File: config.mk
export PLATFORM = sky130hd
export DESIGN_NAME = fpa_front
export DESIGN_NICKNAME = d
export VERILOG_FILES = /design/src/fpa_pkg.sv /design/src/fpa_front.sv
export SDC_FILE = /design/constraint.sdc
export NUM_CORES = 2
export LEC_CHECK = 0
export BUFFER_PORTS_ARGS = -buffer_cell sky130_fd_sc_hd__clkbuf_2
export CAP_MARGIN = 20
export CORE_ASPECT_RATIO = 0.75
export CORE_MARGIN = 8
export CORE_UTILIZATION = 50
export CTS_CLUSTER_SIZE = 24
export DETAILED_ROUTE_END_ITERATION = 10
export GPL_TIMING_DRIVEN = 0
export PLACE_DENSITY = 0.77
export SYNTH_ARGS = -nofsm -noshare
export SYNTH_HDL_FRONTEND = slang
export SYNTH_SLANG_ARGS = --single-unit
File: constraint.sdc
create_clock -name clock -period 19.45 [get_ports clock]
set_input_delay 3.89 -clock clock [delete_from_list [all_inputs] [get_ports clock]]
set_output_delay 3.89 -clock clock [all_outputs]
set_load 0.05 [all_outputs]
File: src/fpa_pkg.sv
// Shared types and command codes for the fixed-point ALU.
`default_nettype none
package fpa_pkg;

   typedef enum logic [2:0] {
      CMD_ADD    = 3'd0,
      CMD_SUB    = 3'd1,
      CMD_MUL    = 3'd2,
      CMD_DIV    = 3'd3,
      CMD_INC    = 3'd4,
      CMD_DEC    = 3'd5,
      CMD_TO_INT = 3'd6,
      CMD_TO_FIX = 3'd7
   } cmd_type;

   typedef struct packed {
      logic [2:0]         command;
      logic signed [31:0] operand_a;
      logic signed [31:0] operand_b;
   } req_type;

   typedef struct packed {
      logic signed [31:0] result_value;
      logic               a_greater;
      logic               a_less;
      logic               a_equal;
      logic               divide_by_zero;
   } rsp_type;

   // What travels from one divider cell to the next besides the dividend bits.
   typedef struct packed {
      logic        valid;
      logic        is_div;
      logic        negate;
      logic        div_zero;
      logic        greater;
      logic        less;
      logic        equal;
      logic [31:0] result;
      logic [31:0] rem;
      logic [31:0] divisor;
   } cell_type;

endpackage
`default_nettype wire

File: src/fpa_front.sv
// Operand register, multiplier and per-command result selection ahead of the cell chain.
`default_nettype none
module fpa_front #(
   parameter int FRAC_BITS = 8,
   localparam int DVD_W = 32 + FRAC_BITS
) (
   input  wire logic             clock,
   input  wire logic             reset,
   input  wire logic             req_valid,
   input  wire fpa_pkg::req_type req_item,
   output fpa_pkg::cell_type     cell_out,
   output logic [DVD_W-1:0]      dvd_out
);

   logic                valid_ff;
   fpa_pkg::cmd_type    cmd_ff;
   logic signed [31:0]  a_ff;
   logic signed [31:0]  b_ff;
   logic signed [63:0]  prod_ff;
   logic signed [63:0]  prod_in;

   assign prod_in = req_item.operand_a * req_item.operand_b;

   always_ff @(posedge clock) begin
      if (reset) begin
         valid_ff <= 1'b0;
      end else begin
         valid_ff <= req_valid;
      end
      cmd_ff  <= fpa_pkg::cmd_type'(req_item.command);
      a_ff    <= req_item.operand_a;
      b_ff    <= req_item.operand_b;
      prod_ff <= prod_in;
   end

   logic signed [63:0] prod_shift;
   logic signed [31:0] a_shift;
   logic [31:0]        a_mag;
   logic [31:0]        b_mag;
   logic [31:0]        result;

   assign prod_shift = prod_ff >>> FRAC_BITS;
   assign a_shift    = a_ff >>> FRAC_BITS;
   assign a_mag      = a_ff[31] ? (~a_ff + 32'd1) : a_ff;
   assign b_mag      = b_ff[31] ? (~b_ff + 32'd1) : b_ff;

   always_comb begin
      unique case (cmd_ff)
         fpa_pkg::CMD_ADD:    result = a_ff + b_ff;
         fpa_pkg::CMD_SUB:    result = a_ff - b_ff;
         fpa_pkg::CMD_MUL:    result = prod_shift[31:0];
         fpa_pkg::CMD_DIV:    result = 32'd0;
         fpa_pkg::CMD_INC:    result = a_ff + 32'sd1;
         fpa_pkg::CMD_DEC:    result = a_ff - 32'sd1;
         fpa_pkg::CMD_TO_INT: result = a_shift;
         fpa_pkg::CMD_TO_FIX: result = a_ff << FRAC_BITS;
         default:             result = 32'd0;
      endcase
   end

   // The divider works on magnitudes; the quotient sign is fixed after the last cell.
   always_comb begin
      cell_out.valid    = valid_ff;
      cell_out.is_div   = (cmd_ff == fpa_pkg::CMD_DIV);
      cell_out.negate   = a_ff[31] ^ b_ff[31];
      cell_out.div_zero = (cmd_ff == fpa_pkg::CMD_DIV) && (b_ff == 32'sd0);
      cell_out.greater  = a_ff > b_ff;
      cell_out.less     = a_ff < b_ff;
      cell_out.equal    = a_ff == b_ff;
      cell_out.result   = result;
      cell_out.rem      = 32'd0;
      cell_out.divisor  = b_mag;
   end

   assign dvd_out = {a_mag, {FRAC_BITS{1'b0}}};

endmodule
`default_nettype wire

# ---- After elaboration in Yosys (flattened, before gate mapping)
# Cells that the tools add are included.
# W data, S select, Z words.
dict set report totals {
  regBits 108
  in_bits 70
  output_inout_bits 143
  wordCells 31
}
dict set report op_classes {
  multipliers 1
  bitwise 3
  n_reduce_logical 3
  addsub 6
  n_eq_ne 8
  n_lt_le_gt_ge 2
  mux 3
}
# op n
set op_table {}
lappend op_table {{$pmux W32 S8} 1}
lappend op_table {{$add A32 B1 Y32 const B} 2}
lappend op_table {{$mux W32} 2}
lappend op_table {{$not A32 Y32} 2}
lappend op_table {{$mul A32 B32 Y40} 1}
lappend op_table {{$add A32 B2 Y32 const B} 1}
lappend op_table {{$add A32 B32 Y32} 1}
lappend op_table {{$eq A32 B32 Y1} 1}
lappend op_table {{$gt A32 B32 Y1} 1}
lappend op_table {{$logic_not A32 Y1} 1}
lappend op_table {{$lt A32 B32 Y1} 1}
lappend op_table {{$sub A32 B2 Y32 const B} 1}
lappend op_table {{$sub A32 B32 Y32} 1}
lappend op_table {{$eq A3 B3 Y1 const B} 4}
lappend op_table {{$eq A3 B2 Y1 const B} 2}
lappend op_table {{$eq A3 B1 Y1 const B} 1}
lappend op_table {{$logic_not A3 Y1} 1}
lappend op_table {{$logic_and A1 B1 Y1} 1}
lappend op_table {{$xor A1 B1 Y1} 1}

# ---- Depth between registers and ports, before layout
dict set report depth {
  ltp_word 3
  ltp_mapped 28
  mapped_depth_nobuf 26
}

# ---- Worst setup path before layout
# No wires, ideal clock.
dict set report synth_timing {
  path_type {in2reg}
  startpoint {in req_item[42] (netlist bit)}
  endpoint {reg prod_ff[39]}
  n_path_buf 2
  required_ns 19.378
  cell_stages 26
  path_slack_ns 8.450
  arrival_time_ns 10.928
  setup_ns 0.072
  path_cell_list {clkbuf_1 > clkbuf_1 > and2_1 > fa_1 > fa_1 > fa_1 > inv_1 > fa_1 > inv_1 > fa_1 > inv_1 > fa_1 > inv_1 > fa_1 > fa_1 > ha_1 > a21oi_1 > nor3_1 > a211oi_1 > o21ai_0 > a2111oi_0 > nor3_1 > a41oi_1 > nor3_1 > a2111oi_0 > xnor2_1}
}
dict set report synth_via {
  elab_chain_len 1
}
# item line
set synth_rtl {}
lappend synth_rtl {{start, declared} fpa_front.sv:10} ;# input wire fpa_pkg::req_type req_item,
lappend synth_rtl {{$mul A32 B32 Y40} fpa_front.sv:22} ;# assign prod_in = req_item.operand_a * req_item.operand_b;
lappend synth_rtl {{net prod_in[39]} fpa_front.sv:20} ;# logic signed [63:0] prod_in;
lappend synth_rtl {{end signal, assigned} fpa_front.sv:33} ;# prod_ff <= prod_in;
lappend synth_rtl {{end, declared} fpa_front.sv:19} ;# logic signed [63:0] prod_ff;
# The timed path passes the listed nets, and every way through them passes these cells.
# A chain may end at the register's enable or synchronous reset.

# ---- Worst setup path in the final report
dict set report layout_timing {
  startpoint {in req_item[43] (netlist bit)}
  endpoint {reg prod_ff[38]}
}
# The elaborated chain is that of the path after synthesis.

==> impl_metrics.json <==
{
  "areaGrowthSynthToFinish_pct": 7.49,
  "synth_area_mm2": 0.0315,
  "synthFlopType": "dfxtp_1",
  "dp_hpwl_um": 100000,
  "die-area_mm2": 0.0713,
  "routed_wirelength_um": 117000,
  "setup_viol": 0,
  "numCtsBuffers": 9,
  "slew_violations": 0,
  "io_buffers": 172,
  "routed-via-count": 26297,
  "synth_cell_types": 78,
  "grt_usage_pct": 32.7,
  "grt_setup_unrepaired": "no",
  "drtIter0Drc": 3229,
  "grt_overflow_total": 0,
  "cts_resized": 0,
  "routabilityCongestion": 1.06,
  "clock_sinks": 100,
  "synthTopCellsByArea": "fa_1 (41%), ha_1 (8.8%), inv_1 (8.7%)",
  "grt_pass1_wl_um": 173000,
  "grt_max_degree": 22,
  "drc": 0,
  "worst_pin_slew_ps": 1180,
  "core-area_mm2": 0.0622,
  "ys_warn_count": 0,
  "status": "complete, no violations",
  "crit_top_cell": "fa_1",
  "ant_nets": 0,
  "antenna_found_initial": 10,
  "cts_hold_buf": 0,
  "hp-class": "input pin to flip-flop",
  "path_max_fanout": 10,
  "layout.nets": 4769,
  "fmax_ghz": 0.0742,
  "drive_gt1_share_pct": 6.80,
  "cts_tree": "yes",
  "die_y_um": 233,
  "routedWlPerCell_um": 25.2,
  "critPathMaxStageDelay_ps": 870,
  "synth_largest_area_cell": "fa_1",
  "layout_common_cells": "inv_1 (729), fa_1 (644), and2_1 (433)",
  "cts_root_buffer": "clkbuf_16",
  "critPathCaptureType": "flip-flop",
  "yosys_register_bits": 100,
  "cp_data_arrival_time_ps": 13720,
  "rows": 79,
  "cts_setup_buffers": 0,
  "ios": 213,
  "cp_slowest_cell": "clkbuf_1",
  "finalCriticalPeriod_ps": 13480,
  "clockBufferDepth": 2,
  "seq_area_frac_synth_pct": 6.36,
  "path_class": "input pin to flip-flop",
  "netlist_instances": 3609,
  "synth_edf_count": 0,
  "worstSetupStartpointType": "input pin",
  "drv_cap": 0,
  "cts_max_level": 3,
  "via_per_inst": 5.65,
  "grt_pass1_vias": 26688,
  "ys_async_sr_fraction_pct": 0,
  "slew_headroom_pct": 21.0,
  "postSynthAreaPerCell_um2": 8.72,
  "synth_top_area_share_pct": 41.0,
  "initial_utilization_pct": 50.6,
  "hold_viol": 0,
  "finalSetupTns_ps": 0,
  "mostFrequentLayoutCell": "inv_1",
  "first_pass_iters": 5,
  "clkTransAtPathRegs_ps": 90,
  "min_period_over_period_pct": 69.3,
  "dieWidth_um": 306,
  "cp.required_ps": 19700
}
## kinds of logic (layout without fill, tap and decap cells)
kind of cell | after synthesis | count (layout) | share of synthesized area [%]
XOR/XNOR | 212 | 212 | 5.90
AND/OR/NAND/NOR | 1072 | 1072 | 17.7
other | 1 | 42 | 0.0119
adder cells (fa/ha/maj) | 865 | 865 | 49.7
AO/OA/AOI/OAI | 395 | 395 | 7.82
buffers and inverters | 945 | 1136 | 11.8
flip-flops | 100 | 100 | 6.36
multiplexers | 19 | 19 | 0.608
## path summary, 6_finish.rpt
kind / from / to / slack [ps] / depth (start not counted)
min: req_item[66] / cmd_ff[2]$_DFF_P_ / 3600 / 1
max: req_item[43] / prod_ff[38]$_DFF_P_ / 5970 / 29
## routing by layer
layer / global-route usage [%] / wire length (µm) / up-vias / share of wire (%)
li1: - / - / 11286 / -
met1: 44.8 / 46300 / 12913 / 40
met2: 46.8 / 47200 / 1746 / 40
met3: 11.0 / 17500 / 344 / 15
met4: 14.5 / 6210 / 8 / 5.3
met5: 0 / 54 / - / 0.046
## flip-flops by register name (all words and copies together), names as in the netlist
signal,flops
a_ff,32
b_ff,32
cmd_ff,3
prod_ff,32
valid_ff,1
## stage by stage
| stage | setup slack, ps | instance area, µm² | hold WS, ps | instances | utilization [%] |
|---|---|---|---|---|---|
| 2_1_floorplan | 8450 | 31600 | 3920 | 3648 | - |
| 3_3_place_gp | 4640 | 33500 | 3990 | 4630 | 53.9 |
| 4_1_cts | 6120 | 33800 | 3600 | 4648 | 54.4 |
| 5_1_grt | 5970 | 33800 | 3600 | 4649 | 54.4 |
| 3_5_place_dp | 5730 | 33500 | 3990 | 4632 | 53.9 |
| 6_report | 5970 | 33800 | 3600 | 4651 | 54.4 |
## final cells by class
class	count	area, µm²
Inverter	732	2750
Multi-Input combinational cell	2603	25900
Fill cell	5845	28300
Antenna cell	2	5.00
Tap cell	810	1010
Clock inverter	7	86.3
Buffer	213	970
Clock buffer	9	225
Timing Repair Buffer	175	880
Sequential cell	100	2000
## synthesized netlist by cell type, types with 12 or more instances
| cell type | count |
|---|---|
| inv_1 | 729 |
| fa_1 | 644 |
| and2_1 | 433 |
| nand2_1 | 409 |
| ha_1 | 221 |
| xnor2_1 | 173 |
| clkbuf_1 | 165 |
| a21oi_1 | 119 |
| dfxtp_1 | 100 |
| o21ai_0 | 82 |
| nor2_1 | 70 |
| a21o_1 | 43 |
| buf_4 | 43 |
| xor2_1 | 39 |
| nand2b_1 | 28 |
| nor3_1 | 27 |
| nand3_1 | 25 |
| a22oi_1 | 18 |
| mux2i_1 | 18 |
| o21a_1 | 17 |
| o21bai_1 | 14 |
| a31oi_1 | 12 |
| o21ai_1 | 12 |
## critical path, delay by kind of cell
family	cells	cell delay (ps)
AO/OA/AOI/OAI	6	1490
adder cells (fa/ha/maj)	9	4150
XOR/XNOR	1	350
buffers and inverters	9	2400
AND/OR/NAND/NOR	4	1420
Power is not shown: default switching activity piles up to over one toggle a cycle in this logic, so the estimate is an artifact.
