`src/fpa_pkg.sv`:
```
// Shared types and command codes for the fixed-point ALU.
`default_nettype none
package fpa_pkg;

   typedef enum logic [2:0] {
      CMD_ADD    = 3'd0,
      CMD_SUB    = 3'd1,
      CMD_MUL    = 3'd2,
      CMD_DIV    = 3'd3,
      CMD_INC    = 3'd4,
      CMD_DEC    = 3'd5,
      CMD_TO_INT = 3'd6,
      CMD_TO_FIX = 3'd7
   } cmd_type;

   typedef struct packed {
      logic [2:0]         command;
      logic signed [31:0] operand_a;
      logic signed [31:0] operand_b;
   } req_type;

   typedef struct packed {
      logic signed [31:0] result_value;
      logic               a_greater;
      logic               a_less;
      logic               a_equal;
      logic               divide_by_zero;
   } rsp_type;

   // What travels from one divider cell to the next besides the dividend bits.
   typedef struct packed {
      logic        valid;
      logic        is_div;
      logic        negate;
      logic        div_zero;
      logic        greater;
      logic        less;
      logic        equal;
      logic [31:0] result;
      logic [31:0] rem;
      logic [31:0] divisor;
   } cell_type;

endpackage
`default_nettype wire

```
`src/fpa_cell.sv`:
```
// One restoring division step; other items pass through unchanged.
`default_nettype none
module fpa_cell #(
   parameter int DVD_W = 40
) (
   input  wire logic              clock,
   input  wire logic              reset,
   input  wire fpa_pkg::cell_type cell_in,
   input  wire logic [DVD_W-1:0]  dvd_in,
   output fpa_pkg::cell_type      cell_out,
   output logic [DVD_W-1:0]       dvd_out
);

   fpa_pkg::cell_type cell_ff;
   fpa_pkg::cell_type cell_in_next;
   logic [DVD_W-1:0]  dvd_ff;
   logic [32:0]       trial;
   logic [32:0]       diff;
   logic              q_bit;

   assign trial = {cell_in.rem, dvd_in[DVD_W-1]};
   assign diff  = trial - {1'b0, cell_in.divisor};
   // The remainder stays below the divisor, so a borrow out of bit 32 means the trial fell short.
   assign q_bit = ~diff[32];

   always_comb begin
      cell_in_next = cell_in;
      if (cell_in.is_div) begin
         cell_in_next.rem    = q_bit ? diff[31:0] : trial[31:0];
         // Only the low 32 quotient bits survive the wrap.
         cell_in_next.result = {cell_in.result[30:0], q_bit};
      end
   end

   always_ff @(posedge clock) begin
      if (reset) begin
         cell_ff <= '0;
      end else begin
         cell_ff <= cell_in_next;
      end
      dvd_ff <= {dvd_in[DVD_W-2:0], 1'b0};
   end

   assign cell_out = cell_ff;
   assign dvd_out  = dvd_ff;

endmodule
`default_nettype wire

```
`config.mk`:
```
export PLATFORM = sky130hd
export DESIGN_NAME = fpa_cell
export DESIGN_NICKNAME = d
export VERILOG_FILES = /design/src/fpa_pkg.sv /design/src/fpa_cell.sv
export SDC_FILE = /design/constraint.sdc
export NUM_CORES = 1
export LEC_CHECK = 0
export ABC_AREA = 1
export BUFFER_PORTS_ARGS = -buffer_cell sky130_fd_sc_hd__buf_2
export CAP_MARGIN = 30
export CORE_ASPECT_RATIO = 1.4
export CORE_MARGIN = 2
export CORE_UTILIZATION = 35
export DETAILED_ROUTE_END_ITERATION = 7
export PLACE_DENSITY = 0.7
export SLEW_MARGIN = 10
export SYNTH_ARGS = -nofsm -noshare
export SYNTH_HDL_FRONTEND = slang
export SYNTH_SLANG_ARGS = --single-unit
```
`constraint.sdc`:
```
create_clock -name clock -period 4.8 [get_ports clock]
set_input_delay 0.72 -clock clock [delete_from_list [all_inputs] [get_ports clock]]
set_output_delay 0.72 -clock clock [all_outputs]
set_load 0.01 [all_outputs]
```
After elaboration in Yosys (flattened, before gate mapping) --
Index checks and enable logic that the tools add are counted.
Word-level totals: input port bits 145, word-level logic and storage cells 15, register bits after elaboration 142, output and inout port bits 143
Cells by class: add/subtract/negate cells 1, bitwise logic cells 1, muxes and demuxes 2
Operators with widths (number):
- $mux 64 | 1
- $sub 33x32->33 | 1
- $mux 32 | 1
- $not 1->1 | 1

Depth between registers and ports, before layout --
Gate-level depths: netlist of run 1.
depth after elaboration 3, depth in mapped cells 19, gate-level depth less buffers 18

Worst setup path after synthesis of run 1 --
OpenSTA, ideal clock, no wires.
path type input -> register, start input port dvd_in[39], end register cell_ff (netlist bit cell_out[52]), path buffers 1, cell stages on the path 18, path slack 2.234 ns, data required time 4.687 ns, data arrival time 2.453 ns, library setup time 0.113 ns, cells stage by stage inv_1 ha_1 fa_1 inv_1 nand2_1 nand2_1 nand3_1 nand2_2 nand2_2 nand2_2 nand2_2 nand3_1 nand2_4 buf_6 nand2_1 nand2_1 o21ai_1 inv_1
Between the ends: word-level cells in the longest chain between the ends 3
RTL lines:
- start: declaration | line fpa_cell.sv:9 | input wire logic [DVD_W-1:0] dvd_in,
- $sub 33x32->33 | line fpa_cell.sv:22 | assign diff = trial - {1'b0, cell_in.divisor};
- $mux 32 | line fpa_cell.sv:29 | cell_in_next.rem = q_bit ? diff[31:0] : trial[31:0];
- $mux 64 | line fpa_cell.sv:28 | if (cell_in.is_div) begin
- end signal: assignment | line fpa_cell.sv:39 | cell_ff <= cell_in_next;
- end: declaration | line fpa_cell.sv:14 | fpa_pkg::cell_type cell_ff;
Every way passes these cells. A chain may end at the register's enable or synchronous reset.

Final worst setup path of run 1 --
start input port cell_in[0] in the netlist's numbering, end register cell_ff (netlist bit cell_out[61])
Between the ends: word-level cells in the longest chain between the ends 3
RTL lines:
- start: declaration | line fpa_cell.sv:8 | input wire fpa_pkg::cell_type cell_in,
- $sub 33x32->33 | line fpa_cell.sv:22
- $mux 32 | line fpa_cell.sv:29
- $mux 64 | line fpa_cell.sv:28
Every way passes these cells.

==> results.cfg, run 1 <==
[synthesis]
synthMuxAreaShare = 0
synth_nets = 1267
synth_top_family_by_area = simple AND/OR/NAND/NOR gates
synth.avg_cell_area_um2 = 6.500
synth-edff-count = 0
async_flop_share = 0
postSynthCellCount = 1089
synth_area_leaders = dfxtp_1 (40%), nand2_1 (22%), inv_1 (11%)
synth_compound_area_frac = 0.06700
yosys-top-cells-count = nand2_1 (410), inv_1 (210), dfxtp_1 (142)
synthSimpleGateAreaFrac = 0.3161
synth_xor_area_frac = 0.02104
ys.flop_type = dfxtp_1
synth_area_um2 = 7078
ys_types = 30
synthAdderAreaFrac = 0.05940
seq_area_frac_synth = 0.4016
yosys_warnings = 0
synth.largest_area_cell = dfxtp_1
synth_top_area_frac = 0.4016
ys_ff_latch = 142
synth_most_common_cell = nand2_1

[global_route]
grt_usage = 0.2008
antenna_found_initial = 2
grt_overflow_total = 0
grt_pass1_vias = 6819
grt_pass1_wl_um = 32760
grt_max_degree = 73

[hold_path]
hold_path_end = dvd_out[1]$_DFF_P_
hold_path_depth = 1
worstHoldStart = dvd_in[0]
hp-class = input pin to flop

[final_layout]
post-route-util = 0.4673
nets = 1544
final_cell_area_um2 = 9274
area_growth_pct = 31.02
drive_above_1_share = 0.2437

[routing]
num_vias = 7376
routed_wl_um = 21740
antenna_left = 0
drc_errors = 0
wire_per_inst_um = 13.32
dr.first_iter.drc_count = 351
dr.pass1.iters = 5
viasPerCell = 4.520

[placed_design]
hpwl_um = 17270
gp_congestion = 0.9519
port_buffers = 286
dpl-instance-area_um2 = 8703

[floorplan]
die_y_um = 172.3
core_area_um2 = 19840
rows = 61
die_w_um = 124.2
start_util = 0.3567
io-pin-count = 288
dieArea_um2 = 21390

[power_and_ir_drop]
power_density_nw_per_um2 = 347.4
power_leakage_nw = 5.576
power_mw = 3.221
ir_drop_v = 0.0002092

[timing]
final_hold_viol_count = 0
maxSlewViolCount = 0
worst_pin_slew_ps = 790.7
finalCritPeriodShare = 0.5880
rsz0062_at_grt = false
period_needed_ps = 2823
fmax_ghz = 0.3543
tns_ps = 0
slew_headroom = 0.4729
setup_viol = 0
hold_slack_ps = 388.4

[clock_network]
clk_pin_slew_ps = 60
post_cts_buffers = 0
clk_path_buf_depth = 2
htree_num_levels = 4
cts.repair.resized = 0
cts_buffers = 17
cts_root_buf = clkbuf_16
cts_tree = built
cts_hold_buf = 0
cts_sinks = 142

[setup_path]
worst_setup_path_start_kind = input pin
arrival_ps = 3170
cp.required_ps = 5150
cp_max_fo = 31
end_kind = flop
crit_type = input pin to flop

[status]
run_status = complete, no violations

[job]
drv_cap = 0
==> cells in the final DEF, fill, tap and decap left out, types with 6 or more instances in the layout <==
| cell | n |
|---|---|
| a21oi_1 | 82 |
| buf_2 | 285 |
| clkbuf_16 | 17 |
| dfxtp_1 | 142 |
| ha_1 | 32 |
| inv_1 | 210 |
| nand2_1 | 410 |
| nand2_2 | 10 |
| nand3_1 | 47 |
| nand4_1 | 6 |
| nor2_1 | 83 |
| xor2_1 | 13 |
==> critical path, cell delays in order <==
cell     delay [ps]
buf_2           110
ha_1            230
fa_1            400
inv_1            70
nand2_1          40
nand2_1          90
nand3_1          80
nand2_2         120
nand2_2          60
nand2_2          90
nand2_2          70
nand2_2          70
nand2_1          60
nand2_2         480
nand2_1         130
nand2_1         100
nand2_1          60
a21oi_2         150
==> metrics by stage <==
stage                     setup slack (ps)  std cells
after floorplan                       2234       1089
after global placement                1657       1598
after detailed placement              1546       1599
after CTS                             1965       1631
after global routing                  1775       1632
final                                 1978       1632
==> worst max-delay path by stage <==
stage                from                 endpoint  slack [ps]  cells after the start
2_1_floorplan  dvd_in[39]  cell_out[52]$_SDFF_PP0_        2230                     18
3_3_place_gp   cell_in[0]  cell_out[57]$_SDFF_PP0_        1660                     18
3_5_place_dp   cell_in[0]  cell_out[61]$_SDFF_PP0_        1550                     18
4_1_cts        cell_in[0]  cell_out[61]$_SDFF_PP0_        1960                     18
5_1_grt        cell_in[0]  cell_out[61]$_SDFF_PP0_        1780                     18
6_report       cell_in[0]  cell_out[61]$_SDFF_PP0_        1980                     18
==> registers in the layout (all words and copies together), names as in the netlist <==
| signal | flops |
|---|---|
| cell_out | 103 |
| dvd_out | 39 |
==> final cells by class <==
class / instances / area, um2
Inverter: 211 / 792.0
Sequential cell: 142 / 2843
Antenna cell: 1 / 2.502
Clock buffer: 21 / 460.4
Clock inverter: 11 / 107.6
Timing Repair Buffer: 289 / 1469
Multi-Input combinational cell: 705 / 3284
Fill cell: 2107 / 10570
Tap cell: 252 / 315.3
==> kinds of logic after synthesis <==
family / Yosys count
compound gates: 91
xor+xnor: 17
fa+ha+maj: 33
buf+inv: 242
flops: 142
other cells: 1
simple gates: 563
==> routing by layer <==
metal	GRT usage	up-vias	routed length, um
met5	0	-	10
met4	0.1011	2	819
met3	0.04518	51	1296
met2	0.3671	258	11360
met1	0.2122	3274	8251
li1	-	3791	-
==> power breakdown <==
group	total, mW	internal, mW	switching, mW
Sequential	1.27	1.26	0.0184
Combinational	0.685	0.255	0.430
Clock	1.26	0.744	0.518
No activity file was read; power rests on OpenSTA's default activity.
==> run 2: changes to the inputs <==
- PLACE_DENSITY: 0.7 -> 0.72
- clock period: 4.8 -> 2.5 ns (I/O delays scaled with it)
==> results.cfg, run 2 (synthesis gave the netlist of run 1 again) <==
[setup_path]
path_cells = buf_2, ha_1, fa_1, inv_1, nand2_1, nand2_1, nand3_1, nand2_2, nand2_2, nand2_2, nand2_2, nand2_2, nand2_2, nand2_4, buf_12, nand2_1, nand2_1, nand2_1, a21oi_1
crit_path_top_delay_cell = fa_1
end_kind = flop
path_buf_inv = 3
crit_type = input pin to flop
cpPeakStageDelay_ps = 400
cp_max_fo = 12
arrival_ps = 2430
cp.required_ps = 2860
crit_path_frequent_cell = nand2_2
crit_family = simple AND/OR/NAND/NOR gates
worst_setup_path_start_kind = input pin

[final_layout]
layout_commonest_cell = nand2_1
fill_cells = 1989
final_cell_mix = nand2_1 (410), buf_2 (285), inv_1 (210), dfxtp_1 (142), nor2_1 (83)
largest_reg_flops = 103
area_growth_pct = 34.88
drive_above_1_share = 0.2596
antenna_cells = 0
nets = 1571

[clock_network]
htree_num_levels = 4
cts_buffers = 17
cts_tree = built
cts_root_buf = clkbuf_16
cts.repair.resized = 0
cts_hold_buf = 0
clk_pin_slew_ps = 70
clk_path_buf_depth = 2
cts_sinks = 142
post_cts_buffers = 0

[routing]
drc_errors = 0
viasPerCell = 4.495
num_vias = 7453
dr.first_iter.drc_count = 444
routed_wl_um = 22080
antenna_left = 0
dr.pass1.iters = 5
wire_per_inst_um = 13.32

[power_and_ir_drop]
p_sw_frac = 0.3103
p_int_mw = 4.373
power_leakage_nw = 5.727
ir_drop_v = 0.0004597
power_mw = 6.340
sequentialPowerShare = 0.386
pwr-share-clk = 0.391
power_switching_mw = 1.968
combPwrFrac = 0.223
power_density_nw_per_um2 = 664.2

[floorplan]
io-pin-count = 288
die_y_um = 172.3
die_w_um = 124.2
rows = 61
dieArea_um2 = 21390
start_util = 0.3567
core_area_um2 = 19840

[hold_path]
worstHoldStart = dvd_in[1]
hold_path_end = dvd_out[2]$_DFF_P_
hp-class = input pin to flop
hold_path_depth = 1

[global_route]
grt_pass1_wl_um = 33170
grt_pass1_vias = 7001
grt_usage = 0.2029
grt_max_degree = 67
antenna_found_initial = 1
grt_overflow_total = 0

[timing]
setup_viol = 0
period_needed_ps = 2079
rsz0062_at_grt = false
final_hold_viol_count = 0
worst_pin_slew_ps = 730.4
tns_ps = 0
maxSlewViolCount = 0
fmax_ghz = 0.4810
slew_headroom = 0.5131
finalCritPeriodShare = 0.8316

[status]
run_status = complete, no violations

[placed_design]
gp_congestion = 0.9139
hpwl_um = 17570
port_buffers = 286

[job]
drv_cap = 0
==> run 2: cell count changes in the layout (fill, tap and decap cells not counted), sizes merged <==
| cell | delta |
|---|---|
| buf | +27 |
| clkbuf | -4 |
| clkinv | -3 |
| clkinvlp | +2 |
| diode | -1 |
| inv | +5 |
==> run 2: how the worst max path moves through the flow <==
stage | from | endpoint | slack (ps) | cells after the start
final | cell_in[0] | cell_out[57]$_SDFF_PP0_ | 420 | 19
after global routing | cell_in[0] | cell_out[63]$_SDFF_PP0_ | 210 | 19
after CTS | cell_in[0] | cell_out[57]$_SDFF_PP0_ | 460 | 19
after detailed placement | cell_in[0] | cell_out[38]$_SDFF_PP0_ | 30 | 18
after global placement | cell_in[0] | cell_out[56]$_SDFF_PP0_ | 70 | 18
after floorplan | dvd_in[39] | cell_out[52]$_SDFF_PP0_ | 280 | 18
==> run 2: power groups by stage <==
stage	Clock, mW	Sequential, mW	Combinational, mW
after global routing	2.63	2.46	1.59
after global placement	0	2.49	1.39
after floorplan	0	2.58	0.763
final	2.48	2.45	1.41
after CTS	2.53	2.45	1.41
after detailed placement	0	2.50	1.40
==> run 2: cell type report <==
| class | count | area, um2 | share of cell area |
|---|---|---|---|
| clock buffer | 17 | 425.4 | 0.04456 |
| clock inverter | 15 | 152.6 | 0.01599 |
| inverter | 211 | 792.0 | 0.08296 |
| multi-input combinational | 705 | 3284 | 0.3440 |
| sequential | 142 | 2843 | 0.2978 |
| tap | 252 | 315.3 | 0.03303 |
| timing repair buffer | 316 | 1734 | 0.1817 |
==> run 2: per-layer routing <==
metal,up-vias,track usage,share of wire
met3,43,0.04387,0.055
met4,2,0.08354,0.027
met5,-,0,0.00059
li1,3847,-,-
met1,3335,0.2173,0.39
met2,226,0.3778,0.53
==> run 2: per-stage QoR <==
stage	hold WS, ps	area (um2)	instances	setup WS, ps	utilization
after CTS	23.18	9547	1658	463.2	0.4811
after floorplan	402.7	7078	1089	278.6	-
after global routing	13.37	9547	1658	205.2	0.4811
final	45.83	9547	1658	421.1	0.4811
after global placement	477.3	8969	1626	67.14	0.4520
after detailed placement	479.1	8969	1626	29.98	0.4520
